**src/rtl/bounded_list_engine_defines.svh**
```systemverilog
// Assertion macros for the bounded list engine.
// Included by the top level; depends on nothing else.
`ifndef BOUNDED_LIST_ENGINE_DEFINES_SVH
`define BOUNDED_LIST_ENGINE_DEFINES_SVH

// The consequent must hold in the same cycle as the antecedent.
`define BLE_ASSERT_SAME(label, clk, rst_n, ante, cons) \
    label: assert property (@(posedge clk) disable iff (!rst_n) (ante) |-> (cons)) \
        else $error("bounded_list_engine: same-cycle check failed");

// The consequent must hold in the cycle after the antecedent.
`define BLE_ASSERT_NEXT(label, clk, rst_n, ante, cons) \
    label: assert property (@(posedge clk) disable iff (!rst_n) (ante) |=> (cons)) \
        else $error("bounded_list_engine: next-cycle check failed");

`endif

```
**src/rtl/ble_pkg.sv**
```systemverilog
// Shared types, command codes and the command classifier of the list engine.
// Used by ble_back and bounded_list_engine; depends on nothing.
`default_nettype none

package ble_pkg;

    localparam logic [1:0] CMD_FRONT  = 2'd0;
    localparam logic [1:0] CMD_BACK   = 2'd1;
    localparam logic [1:0] CMD_DELETE = 2'd2;

    typedef enum logic [1:0] {
        OP_FRONT,
        OP_BACK,
        OP_DELETE,
        OP_NONE
    } op_t;

    typedef struct packed {
        op_t         op;
        logic [31:0] value;
        logic [7:0]  index;
    } cmd_t;

    typedef struct packed {
        logic [31:0] element;
        logic        list_empty;
        logic        last;
        logic        insert_dropped;
    } res_t;

    function automatic op_t classify(input logic [1:0] code);
        op_t op;
        case (code)
            CMD_FRONT:  op = OP_FRONT;
            CMD_BACK:   op = OP_BACK;
            CMD_DELETE: op = OP_DELETE;
            default:    op = OP_NONE;
        endcase
        return op;
    endfunction

endpackage

`default_nettype wire

```
**src/rtl/bounded_list_engine.sv**
```systemverilog
// Bounded list engine: command queue in front, list memory and sequencer behind,
// result queue at the output. Depends on ble_pkg, ble_fifo, ble_back and the defines header.
//
// Usage:
//   Commands enter through a queue port: cmd, value and index are taken at a clock
//   edge with push high and full low. A two-entry command queue decouples the
//   sender from the list sequencer.
//   Results leave through a queue port: while empty is low the oldest result is on
//   element, list_empty, last and insert_dropped, and pop high takes it.
//   Each command produces its whole list, front to back, with last marking the
//   final word; an empty list gives a single word with list_empty set.
//   Sequencing: a command is applied in the idle state, then the emit state issues one
//   memory read per element (an empty list gives its single word with no read), each
//   read waiting for room in the result queue, and the next command waits until the read
//   register has drained. The single read port of the list memory sets this pace.
//   Order: a command at the head of the command queue is taken in the idle state, its first
//   element is read in the emit state and passes the read register to the result queue.
//   When the receiver stalls, a four-word result queue fills and the sequencer
//   pauses; commands keep queueing until the command queue is full.
//   Reset empties both queues and the list; memory contents are not cleared, as
//   entries beyond the list length are never read.
`default_nettype none
`include "bounded_list_engine_defines.svh"

module bounded_list_engine #(
    parameter int CAPACITY   = 32,
    parameter int DATA_WIDTH = 32
) (
    input  logic               clk,
    input  logic               rst_n,
    input  logic               push,
    output logic               full,
    input  logic [1:0]         cmd,
    input  logic signed [31:0] value,
    input  logic [7:0]         index,
    output logic               empty,
    input  logic               pop,
    output logic signed [31:0] element,
    output logic               list_empty,
    output logic               last,
    output logic               insert_dropped
);

    localparam int CMD_DEPTH = 2;
    localparam int RES_DEPTH = 4;

    ble_pkg::cmd_t                  cmd_in;
    ble_pkg::cmd_t                  cmd_head;
    logic                           cmd_q_empty;
    logic                           cmd_pop;
    logic [$clog2(RES_DEPTH+1)-1:0] res_level;
    logic                           res_push;
    logic                           res_full;
    ble_pkg::res_t                  res_in;
    ble_pkg::res_t                  res_out;

    assign cmd_in.op    = ble_pkg::classify(cmd);
    assign cmd_in.value = value;
    assign cmd_in.index = index;

    ble_fifo #(
        .WIDTH ($bits(ble_pkg::cmd_t)),
        .DEPTH (CMD_DEPTH)
    ) u_cmd_q (
        .clk   (clk),
        .rst_n (rst_n),
        .push  (push),
        .wdata (cmd_in),
        .full  (full),
        .pop   (cmd_pop),
        .rdata (cmd_head),
        .empty (cmd_q_empty),
        .level ()
    );

    ble_back #(
        .CAPACITY   (CAPACITY),
        .DATA_WIDTH (DATA_WIDTH),
        .RES_DEPTH  (RES_DEPTH)
    ) u_back (
        .clk       (clk),
        .rst_n     (rst_n),
        .cmd_valid (!cmd_q_empty),
        .cmd       (cmd_head),
        .cmd_pop   (cmd_pop),
        .res_level (res_level),
        .res_push  (res_push),
        .res       (res_in)
    );

    ble_fifo #(
        .WIDTH ($bits(ble_pkg::res_t)),
        .DEPTH (RES_DEPTH)
    ) u_res_q (
        .clk   (clk),
        .rst_n (rst_n),
        .push  (res_push),
        .wdata (res_in),
        .full  (res_full),
        .pop   (pop),
        .rdata (res_out),
        .empty (empty),
        .level (res_level)
    );

    assign element        = res_out.element;
    assign list_empty     = res_out.list_empty;
    assign last           = res_out.last;
    assign insert_dropped = res_out.insert_dropped;

    // The credit check must keep every result word from meeting a full queue.
    `BLE_ASSERT_SAME(a_no_res_overflow, clk, rst_n, res_push, !res_full)
    `BLE_ASSERT_SAME(a_cmd_pop_valid, clk, rst_n, cmd_pop, !cmd_q_empty)
    `BLE_ASSERT_SAME(a_empty_word, clk, rst_n, !empty && list_empty,
                     last && (element == 32'sd0) && !insert_dropped)
    `BLE_ASSERT_NEXT(a_one_cmd_at_once, clk, rst_n, cmd_pop, !cmd_pop)

endmodule

`default_nettype wire

```
**src/rtl/ble_fifo.sv**
```systemverilog
// Small synchronous queue built from registers, used for commands and results.
// Depends on nothing; DEPTH must be a power of two of at least two.
`default_nettype none

module ble_fifo #(
    parameter int WIDTH = 8,
    parameter int DEPTH = 2
) (
    input  logic                       clk,
    input  logic                       rst_n,
    input  logic                       push,
    input  logic [WIDTH-1:0]           wdata,
    output logic                       full,
    input  logic                       pop,
    output logic [WIDTH-1:0]           rdata,
    output logic                       empty,
    output logic [$clog2(DEPTH+1)-1:0] level
);

    localparam int PW = $clog2(DEPTH);
    localparam int LW = $clog2(DEPTH + 1);

    logic [WIDTH-1:0] store_reg [DEPTH];
    logic [PW-1:0]    wptr_reg, wptr_next;
    logic [PW-1:0]    rptr_reg, rptr_next;
    logic [LW-1:0]    count_reg, count_next;
    logic             do_push;
    logic             do_pop;

    assign full    = (count_reg == LW'(DEPTH));
    assign empty   = (count_reg == '0);
    assign level   = count_reg;
    assign rdata   = store_reg[rptr_reg];
    assign do_push = push && !full;
    assign do_pop  = pop && !empty;

    always_comb
    begin
        wptr_next  = do_push ? wptr_reg + PW'(1) : wptr_reg;
        rptr_next  = do_pop ? rptr_reg + PW'(1) : rptr_reg;
        count_next = count_reg;
        if (do_push && !do_pop)
        begin
            count_next = count_reg + LW'(1);
        end
        else if (do_pop && !do_push)
        begin
            count_next = count_reg - LW'(1);
        end
    end

    always_ff @(posedge clk or negedge rst_n)
    begin
        if (!rst_n)
        begin
            wptr_reg  <= '0;
            rptr_reg  <= '0;
            count_reg <= '0;
        end
        else
        begin
            wptr_reg  <= wptr_next;
            rptr_reg  <= rptr_next;
            count_reg <= count_next;
        end
    end

    always_ff @(posedge clk)
    begin
        if (do_push)
        begin
            store_reg[wptr_reg] <= wdata;
        end
    end

endmodule

`default_nettype wire

```
**src/rtl/ble_back.sv**
```systemverilog
// Back end of the list engine: holds the list in a circular memory, applies one
// command at a time and streams the list out. Depends on ble_pkg.
`default_nettype none

module ble_back #(
    parameter int CAPACITY  = 32,
    parameter int DATA_WIDTH = 32,
    parameter int RES_DEPTH = 4
) (
    input  logic                           clk,
    input  logic                           rst_n,
    input  logic                           cmd_valid,
    input  ble_pkg::cmd_t                  cmd,
    output logic                           cmd_pop,
    input  logic [$clog2(RES_DEPTH+1)-1:0] res_level,
    output logic                           res_push,
    output ble_pkg::res_t                  res
);

    localparam int AW = (CAPACITY > 1) ? $clog2(CAPACITY) : 1;
    localparam int CW = $clog2(CAPACITY + 1);
    localparam int SW = CW + 1;
    localparam int LW = $clog2(RES_DEPTH + 1);

    typedef enum logic {
        S_IDLE,
        S_EMIT
    } state_t;

    state_t                state_reg, state_next;
    logic [AW-1:0]         head_reg, head_next;
    logic [CW-1:0]         count_reg, count_next;
    logic [CW-1:0]         pos_reg, pos_next;
    logic                  del_reg, del_next;
    logic [CW-1:0]         del_idx_reg, del_idx_next;
    logic                  dropped_reg, dropped_next;
    logic                  rd_valid_reg, rd_valid_next;
    logic                  rd_last_reg, rd_last_next;
    logic                  rd_empty_reg, rd_empty_next;
    logic                  rd_dropped_reg, rd_dropped_next;
    logic                  wb_en_reg, wb_en_next;
    logic [AW-1:0]         wb_addr_reg, wb_addr_next;
    logic [DATA_WIDTH-1:0] rd_data_reg;
    logic [DATA_WIDTH-1:0] list_mem [CAPACITY];

    logic                  rd_issue;
    logic [AW-1:0]         rd_addr;
    logic                  mem_we;
    logic [AW-1:0]         mem_waddr;
    logic [DATA_WIDTH-1:0] mem_wdata;
    logic                  credit;
    logic                  past_hole;
    logic [63:0]           wide_data;

    // Both operands stay below CAPACITY, so one conditional subtract wraps the sum.
    function automatic logic [AW-1:0] wrap_add(input logic [AW-1:0] base,
                                               input logic [CW-1:0] offset);
        logic [SW-1:0] sum;
        sum = SW'(base) + SW'(offset);
        if (sum >= SW'(CAPACITY))
        begin
            sum = sum - SW'(CAPACITY);
        end
        return sum[AW-1:0];
    endfunction

    function automatic logic [AW-1:0] wrap_dec(input logic [AW-1:0] base);
        return (base == '0) ? AW'(CAPACITY - 1) : base - AW'(1);
    endfunction

    // A read is only issued when its result is sure to find room in the result queue.
    assign credit    = ((LW + 1)'(res_level) + (LW + 1)'(rd_valid_reg)) < (LW + 1)'(RES_DEPTH);
    assign past_hole = del_reg && (pos_reg >= del_idx_reg);
    assign wide_data = 64'(rd_data_reg);

    always_comb
    begin
        state_next      = state_reg;
        head_next       = head_reg;
        count_next      = count_reg;
        pos_next        = pos_reg;
        del_next        = del_reg;
        del_idx_next    = del_idx_reg;
        dropped_next    = dropped_reg;
        rd_valid_next   = 1'b0;
        rd_last_next    = rd_last_reg;
        rd_empty_next   = rd_empty_reg;
        rd_dropped_next = rd_dropped_reg;
        wb_en_next      = 1'b0;
        wb_addr_next    = wb_addr_reg;
        cmd_pop         = 1'b0;
        rd_issue        = 1'b0;
        rd_addr         = head_reg;
        mem_we          = 1'b0;
        mem_waddr       = wb_addr_reg;
        mem_wdata       = rd_data_reg;

        // During a delete pass each element behind the hole moves one place forward.
        if (rd_valid_reg && wb_en_reg)
        begin
            mem_we = 1'b1;
        end

        case (state_reg)
            S_IDLE:
            begin
                if (cmd_valid && !rd_valid_reg)
                begin
                    cmd_pop      = 1'b1;
                    dropped_next = 1'b0;
                    del_next     = 1'b0;
                    pos_next     = '0;
                    state_next   = S_EMIT;
                    case (cmd.op)
                        ble_pkg::OP_FRONT, ble_pkg::OP_BACK:
                        begin
                            if (count_reg == CW'(CAPACITY))
                            begin
                                dropped_next = 1'b1;
                            end
                            else
                            begin
                                mem_we     = 1'b1;
                                mem_wdata  = DATA_WIDTH'(cmd.value);
                                count_next = count_reg + CW'(1);
                                if (cmd.op == ble_pkg::OP_FRONT)
                                begin
                                    head_next = wrap_dec(head_reg);
                                    mem_waddr = wrap_dec(head_reg);
                                end
                                else
                                begin
                                    mem_waddr = wrap_add(head_reg, count_reg);
                                end
                            end
                        end
                        ble_pkg::OP_DELETE:
                        begin
                            if (16'(cmd.index) < 16'(count_reg))
                            begin
                                del_next     = 1'b1;
                                del_idx_next = CW'(cmd.index);
                                count_next   = count_reg - CW'(1);
                            end
                        end
                        default:
                        begin
                        end
                    endcase
                end
            end
            S_EMIT:
            begin
                if (credit)
                begin
                    rd_valid_next   = 1'b1;
                    rd_dropped_next = dropped_reg;
                    if (count_reg == '0)
                    begin
                        rd_empty_next = 1'b1;
                        rd_last_next  = 1'b1;
                        state_next    = S_IDLE;
                    end
                    else
                    begin
                        rd_issue      = 1'b1;
                        rd_empty_next = 1'b0;
                        rd_addr       = wrap_add(head_reg,
                                                 past_hole ? pos_reg + CW'(1) : pos_reg);
                        wb_en_next    = past_hole;
                        wb_addr_next  = wrap_add(head_reg, pos_reg);
                        rd_last_next  = (pos_reg == count_reg - CW'(1));
                        pos_next      = pos_reg + CW'(1);
                        if (pos_reg == count_reg - CW'(1))
                        begin
                            state_next = S_IDLE;
                        end
                    end
                end
            end
            default:
            begin
                state_next = S_IDLE;
            end
        endcase
    end

    always_ff @(posedge clk or negedge rst_n)
    begin
        if (!rst_n)
        begin
            state_reg      <= S_IDLE;
            head_reg       <= '0;
            count_reg      <= '0;
            pos_reg        <= '0;
            del_reg        <= 1'b0;
            del_idx_reg    <= '0;
            dropped_reg    <= 1'b0;
            rd_valid_reg   <= 1'b0;
            rd_last_reg    <= 1'b0;
            rd_empty_reg   <= 1'b0;
            rd_dropped_reg <= 1'b0;
            wb_en_reg      <= 1'b0;
            wb_addr_reg    <= '0;
        end
        else
        begin
            state_reg      <= state_next;
            head_reg       <= head_next;
            count_reg      <= count_next;
            pos_reg        <= pos_next;
            del_reg        <= del_next;
            del_idx_reg    <= del_idx_next;
            dropped_reg    <= dropped_next;
            rd_valid_reg   <= rd_valid_next;
            rd_last_reg    <= rd_last_next;
            rd_empty_reg   <= rd_empty_next;
            rd_dropped_reg <= rd_dropped_next;
            wb_en_reg      <= wb_en_next;
            wb_addr_reg    <= wb_addr_next;
        end
    end

    always_ff @(posedge clk)
    begin
        if (mem_we)
        begin
            list_mem[mem_waddr] <= mem_wdata;
        end
        if (rd_issue)
        begin
            rd_data_reg <= list_mem[rd_addr];
        end
    end

    assign res_push           = rd_valid_reg;
    assign res.element        = rd_empty_reg ? 32'd0 : wide_data[31:0];
    assign res.list_empty     = rd_empty_reg;
    assign res.last           = rd_last_reg;
    assign res.insert_dropped = rd_dropped_reg;

endmodule

`default_nettype wire
```
**config.mk**
```make
export PLATFORM = sky130hd
export DESIGN_NAME = bounded_list_engine
export DESIGN_NICKNAME = d
export VERILOG_FILES = /design/src/rtl/ble_pkg.sv /design/src/rtl/bounded_list_engine.sv /design/src/rtl/ble_fifo.sv /design/src/rtl/ble_back.sv
export VERILOG_INCLUDE_DIRS = /design/src /design/src/rtl
export SDC_FILE = /design/constraint.sdc
export NUM_CORES = 1
export LEC_CHECK = 0
export ABC_CLOCK_PERIOD_IN_PS = 5600
export BUFFER_PORTS_ARGS = -buffer_cell sky130_fd_sc_hd__buf_2
export CORE_UTILIZATION = 45
export CTS_BUF_LIST = sky130_fd_sc_hd__clkbuf_16
export DETAILED_ROUTE_END_ITERATION = 8
export PLACE_DENSITY_LB_ADDON = 0.2
export RECOVER_POWER = 25
export REMOVE_ABC_BUFFERS = 1
export SLEW_MARGIN = 10
export SYNTH_ARGS = -nofsm -noshare
export SYNTH_HDL_FRONTEND = slang
export SYNTH_SLANG_ARGS = --single-unit
```
**constraint.sdc**
```tcl
create_clock -name clk -period 5.6 [get_ports clk]
set_clock_uncertainty 0.05 [all_clocks]
set_input_delay 0 -clock clk [delete_from_list [all_inputs] [get_ports clk]]
set_output_delay 0 -clock clk [all_outputs]
set_load 0.005 [all_outputs]
```
After elaboration in Yosys (flattened, before gate mapping)
Memory sizes are Yosys's and may differ from the RTL's. A register that Yosys moved wholly into a read port is not among the register bits.
Cells that the tools add are included.
- equal/unequal tests: 13
- bitwise logic cells: 3
- multiplexer cells: 61
- magnitude comparators: 6
- reduce and logical (&&, ||, !) cells: 37
- $add $sub $neg: 19
- operators by type and width (cell ; count):
    $mux W32 ; 5
    $mux W5 ; 12
    $mux W6 ; 6
    $mux W1 ; 30
    $pmux W6 S2 ; 2
    $add A5 B6 Y7 ; 3
    $ge A7 B6 Y1 const B ; 3
    $sub A5 B1 Y5 const B ; 4
    $add A6 B1 Y6 const B ; 2
    $logic_and A1 B1 Y1 ; 11
    $reduce_and A5 Y1 ; 2
    $logic_not A1 Y1 ; 9
    $lt A8 B6 Y1 ; 1
    $add A2 B1 Y2 const B ; 3
    $eq A2 B2 Y1 const B ; 3
    $eq A6 B6 Y1 ; 1
    $eq A6 B6 Y1 const B ; 1
    $ge A6 B6 Y1 ; 1
    $logic_not A2 Y1 ; 3
    $logic_not A6 Y1 ; 1
    $mux W3 ; 2
    $ne A2 B2 Y1 const B ; 3
    $pmux W2 S3 ; 1
    $reduce_and A3 Y1 ; 2
    other kinds (19) ; 28
- memories kept: 3
- input port bits: 46
- register bits after elaboration: 47
- word-level logic and storage cells: 161
- output and inout bits: 37
- RAM bits: 1248
- memory list (name ; words ; width ; rd ports ; clocked after memory_dff ; write ports ; line ; source):
    u_back.list_mem ; 32 ; 32 ; 1 ; 1 ; 1 ; ble_back.sv:44 ; logic [DATA_WIDTH-1:0] list_mem [CAPACITY];
    u_res_q.store_reg ; 4 ; 35 ; 1 ; 0 ; 1 ; ble_fifo.sv:23 ; logic [WIDTH-1:0] store_reg [DEPTH];
    u_cmd_q.store_reg ; 2 ; 42 ; 1 ; 0 ; 1 ; ble_fifo.sv:23 ;

Logic depth before layout (Yosys ltp)
- depth after elaboration: 9
- depth in mapped cells: 22
- depth with buffers taken out: 18

Modules after synthesis
From an unflattened synthesis, not the netlist that was laid out.
- cell total of the unflattened synthesis: 3131
- area total of the unflattened synthesis: 52858.2 µm²
- by module, submodules not included (module ; cells each ; area each (µm²) ; times used ; sequential area each (µm²)):
    ble_back ; 2759 ; 43882.1 ; 1 ; 32611.3
    ble_fifo at u_res_q ; 219 ; 5535.3 ; 1 ; 4379.2
    ble_fifo at u_cmd_q ; 150 ; 3429.5 ; 1 ; 2622.5
    bounded_list_engine ; 3 ; 11.3 ; 1 ; 0.0

Least setup slack after synthesis
No wires, ideal clock.
- path type: register to register
- from: reg u_back.count_reg[0]
- to: mem u_back.list_mem[2][0], enable pin
- buffers on the path: 5
- setup time: 0.421 ns
- path slack: 1.048 ns
- stages on the path, launching flop included: 14
- required time: 5.129 ns
- period minus slack after synthesis: 4.552 ns
- data arrival time: 4.081 ns
- cells stage by stage: dfrtp_1 > clkbuf_1 > inv_1 > ha_1 > or4b_1 > buf_2 > or2_1 > clkbuf_1 > nand3_1 > buf_2 > a21oi_1 > or3_1 > clkbuf_1 > nor2_1
- longest elaborated chain between the ends: 8
- elaborated cells on any way between the ends: 16
- those cells by class: 2 x add/sub; 1 x order compare; 1 x eq/ne; 12 x mux
- RTL lines (what ; line ; source):
    start, declared ; ble_back.sv:32 ; logic [CW-1:0] count_reg, count_next;
    start signal, assigned ; ble_back.sv:210 ; count_reg <= count_next;
    $add A5 B6 Y7 ; ble_back.sv:59 ; sum = SW'(base) + SW'(offset);
    $ge A7 B6 Y1 or $sub A5 B1 Y5 (tied branches) ; ble_back.sv:60, ble_back.sv:62 ;
    $mux W5 ; ble_back.sv:60 ; if (sum >= SW'(CAPACITY))
    $mux W5 ; ble_back.sv:126 ; if (cmd.op == ble_pkg::OP_FRONT)
    $mux W5 ; ble_back.sv:117 ; if (count_reg == CW'(CAPACITY))
    $mux W5 ; ble_back.sv:114 ; case (cmd.op)
    $mux W5 ; ble_back.sv:107 ; if (cmd_valid && !rd_valid_reg)
    $mux W5 ; ble_back.sv:104 ; case (state_reg)
    end, declared ; ble_back.sv:44 ;
Parallel ways exist; a longest one is shown, timed or not.

Final worst setup path
- from: reg u_back.count_reg[1]
- to: reg u_back.rd_data_reg[25] (read register of u_back.list_mem), data pin
- longest elaborated chain between the ends: 4
- elaborated cells on any way between the ends: 7
- those cells by class: 6 x mux; 1 x reduce/logical
- RTL lines (what ; line ; source):
    $logic_not A6 Y1 (*) ; ble_back.sv:158 ; if (count_reg == '0)
    $mux W5 or $mux W1 (tied branches) ; ble_back.sv:158 ;
    $mux W5 or $mux W1 (tied branches) ; ble_back.sv:154 ; if (credit)
    $mux W5 or $mux W1 (tied branches) ; ble_back.sv:104 ;
    end, declared ; ble_back.sv:43 ; logic [DATA_WIDTH-1:0] rd_data_reg;
Every way passes the cells marked *; elsewhere a longest branch is shown, timed or not.
A chain may end at the register's enable or synchronous reset.

==> out/metrics.cfg <==
[setup_path]
critPathSlowestCell = clkbuf_1
crit_arrival_ns = 5.57
cpPeakStageDelay_ns = 0.73
startpoint_type = register
end_kind = register
critPathMaxFanout = 29
cp_cell_sequence = inv_1 -> ha_1 -> or4b_1 -> o211ai_1 -> clkbuf_1 -> inv_2 -> nand3_1 -> nand2_4 -> buf_12 -> a22o_1 -> a221oi_1 -> mux2i_1
crit_type = register to register
r2r_slack_ns = 0.44
crit_required_ns = 6.02

[yosys]
avgSynthCellArea_um2 = 14.82
synth_xor_area_frac = 0.007834
syn_area_um2 = 52540
synth_flop_cell = edfxtp_1
synth_mux_area_frac = 0.03038
synth-adder-area-share = 0.009382
syn_inst = 3545
ys_ff_latch = 1327
synth_compound_area_frac = 0.1152
yosys.area_share.simple = 0.06201
synthDistinctLibCells = 57
synth-edff-count = 1280
async_flop_share = 0.03542
ys_seq_area_frac = 0.7539
synth_top_family_by_area = compound AO/OA/AOI/OAI gates
ys_warn_count = 0

[sta]
setup_tns_ns = 0
tightestPinTransition_ns = 2.962
period_needed_ns = 5.157
fin_crit_sh = 0.9210
fmax_mhz = 193.9
finalSetupViolations = 0
hold_viol_final = 0
rsz0062_at_grt = no
final_max_slew_viol_count = 343
timing.slew.headroom = -0.9746

[drt]
drt_wl_total_mm = 142.7
num_vias = 31680
met3_length_mm = 11.19
wl_met2_mm = 65.48
routed_via_density = 5.876
wl_per_cell_um = 26.46
drc = 0
dr.pass1.iters = 7
met1Wirelength_mm = 62.50
drt-initial-drc-count = 3488
ant_nets = 0
dr.max_layer_used = met4

[job]
cap_violations = 12

[global_route]
grt_usage = 0.2425
grt_pass1_wl_mm = 207.4
grt_max_degree = 100
antenna_found_initial = 3
grt_pass1_vias = 30680
grt_overflow_total = 0

[clocking]
clk_path_buf_depth = 3
path_clk_slew_ns = 0.06
cts_tree = yes
cts_buffers = 141
htreeDepth = 4
cts.sink_count = 1327
cts_setup_buffers = 0
clock_latency_ns = 0.75
cts_root_buf = clkbuf_16

[placement]
globalplace.congestion = 0.8285
numPortBuffers = 82
dpl.hpwl_mm = 76.89

[die]
rows = 124
die_area_um2 = 118100
dieWidth_um = 343.7
dieHeight_um = 343.7
io-pin-count = 83
start_util = 0.4564
core_um2 = 115100

[min_path]
hold_class = input pin to register

[status]
status = complete, but fails checks
violations = capacitance limit, slew limit

[finish]
fin_nets = 3858
largest_reg_flops = 1024
diodes = 0
drive_gt1_frac = 0.1201
synthToLayoutAreaGrowth_pct = 15.95

cell families after synthesis:
logic type / after synthesis
xor+xnor: 47
simple gates: 810
mux: 114
fa+ha+maj: 37
buf+inv: 267
compound gates: 943
flops: 1327
layout by cell type, fill, tap and decap left out, drive strengths merged, types with 66 or more instances in the layout:
cell type / n
edfxtp: 1280
nand2: 649
a21oi: 475
a22oi: 193
buf: 189
clkbuf: 187
dlygate4sd3: 88
mux2i: 68
nor2: 68
a22o: 67
inv: 66
critical path, delay by kind of cell (launching register included):
| kind | cells | cell delay (ns) |
|---|---|---|
| AND/OR/NAND/NOR | 3 | 1.08 |
| adder cells (fa/ha/maj) | 1 | 0.26 |
| flip-flops | 1 | 0.44 |
| AO/OA/AOI/OAI | 3 | 1.15 |
| buffers and inverters | 4 | 1.73 |
| multiplexers | 1 | 0.13 |
layer usage:
| metal | vias to the layer above | global-route usage |
|---|---|---|
| li1 | 14070 | - |
| met2 | 1285 | 0.3749 |
| met5 | - | 0 |
| met3 | 223 | 0.04609 |
| met4 | 0 | 0.07148 |
| met1 | 16100 | 0.3494 |
area by class of cell:
| type | count | area (µm²) |
|---|---|---|
| clock buffer | 141 | 3528 |
| clock inverter | 107 | 774.5 |
| fill | 9469 | 54190 |
| inverter | 31 | 116.4 |
| multi-input combinational | 1951 | 12150 |
| sequential | 1327 | 39620 |
| tap | 1512 | 1892 |
| timing repair buffer | 323 | 2844 |
final timing paths:
kind                                             from  cells after the start                      to
worst max-delay path              u_back.count_reg[1]                     12  u_back.rd_data_reg[25]
worst min-delay path                              pop                      4     u_res_q.rptr_reg[1]
worst max register to register    u_back.count_reg[1]                     12  u_back.rd_data_reg[25]
worst min register to register  u_back.wb_addr_reg[0]                      2   u_back.wb_addr_reg[0]
max in group asynchronous                       rst_n                      4        u_cmd_q.rptr_reg
min in group asynchronous                       rst_n                      4   u_back.del_idx_reg[4]
synthesized netlist by cell type (6+ instances only):
library cell,count,share of area
inv_1,30,0.0021
xnor2_1,34,0.0057
a21oi_1,475,0.045
buf_2,80,0.0076
xor2_1,13,0.0022
and2_1,7,0.00083
nor2b_1,37,0.0044
mux2_2,10,0.0021
nand3_1,16,0.0015
a21o_1,6,0.00086
o21ai_0,50,0.0048
nor2_1,68,0.0049
a22o_1,67,0.011
nor3_1,7,0.00067
a22oi_1,193,0.028
a32oi_1,63,0.011
edfxtp_1,1280,0.73
nand2_1,649,0.046
a221oi_1,65,0.011
buf_1,14,0.0010
ha_1,33,0.0079
mux2i_1,68,0.013
clkbuf_1,139,0.0099
dfrtp_1,47,0.022
nand2b_1,7,0.00083
mux4_2,35,0.015
stage by stage:
stage	util	instances	instance area [µm²]	setup WS, ns	hold WS (ns)
4_1_cts	0.5303	5392	61040	0.6528	0.03651
2_1_floorplan	-	3309	51540	-7.150	-0.3456
5_1_grt	0.5292	5392	60930	0.2046	0.06245
3_5_place_dp	0.4852	5056	55860	0.6693	0.1170
6_report	0.5292	5392	60930	0.4426	0.07949
3_3_place_gp	0.4852	5056	55860	0.7241	0.1109
repair_timing:
| action | 4_1_cts | 5_1_grt |
|---|---|---|
| endpoints found under the hold margin | 159 | 0 |
| setup endpoints to repair | 0 | 0 |
| gates resized for setup | 0 | 0 |
| hold buffers | 88 | 0 |
Power is left out: the tool's default activity adds up to more than one toggle a clock period on the data nets, which glitch-free logic cannot reach.
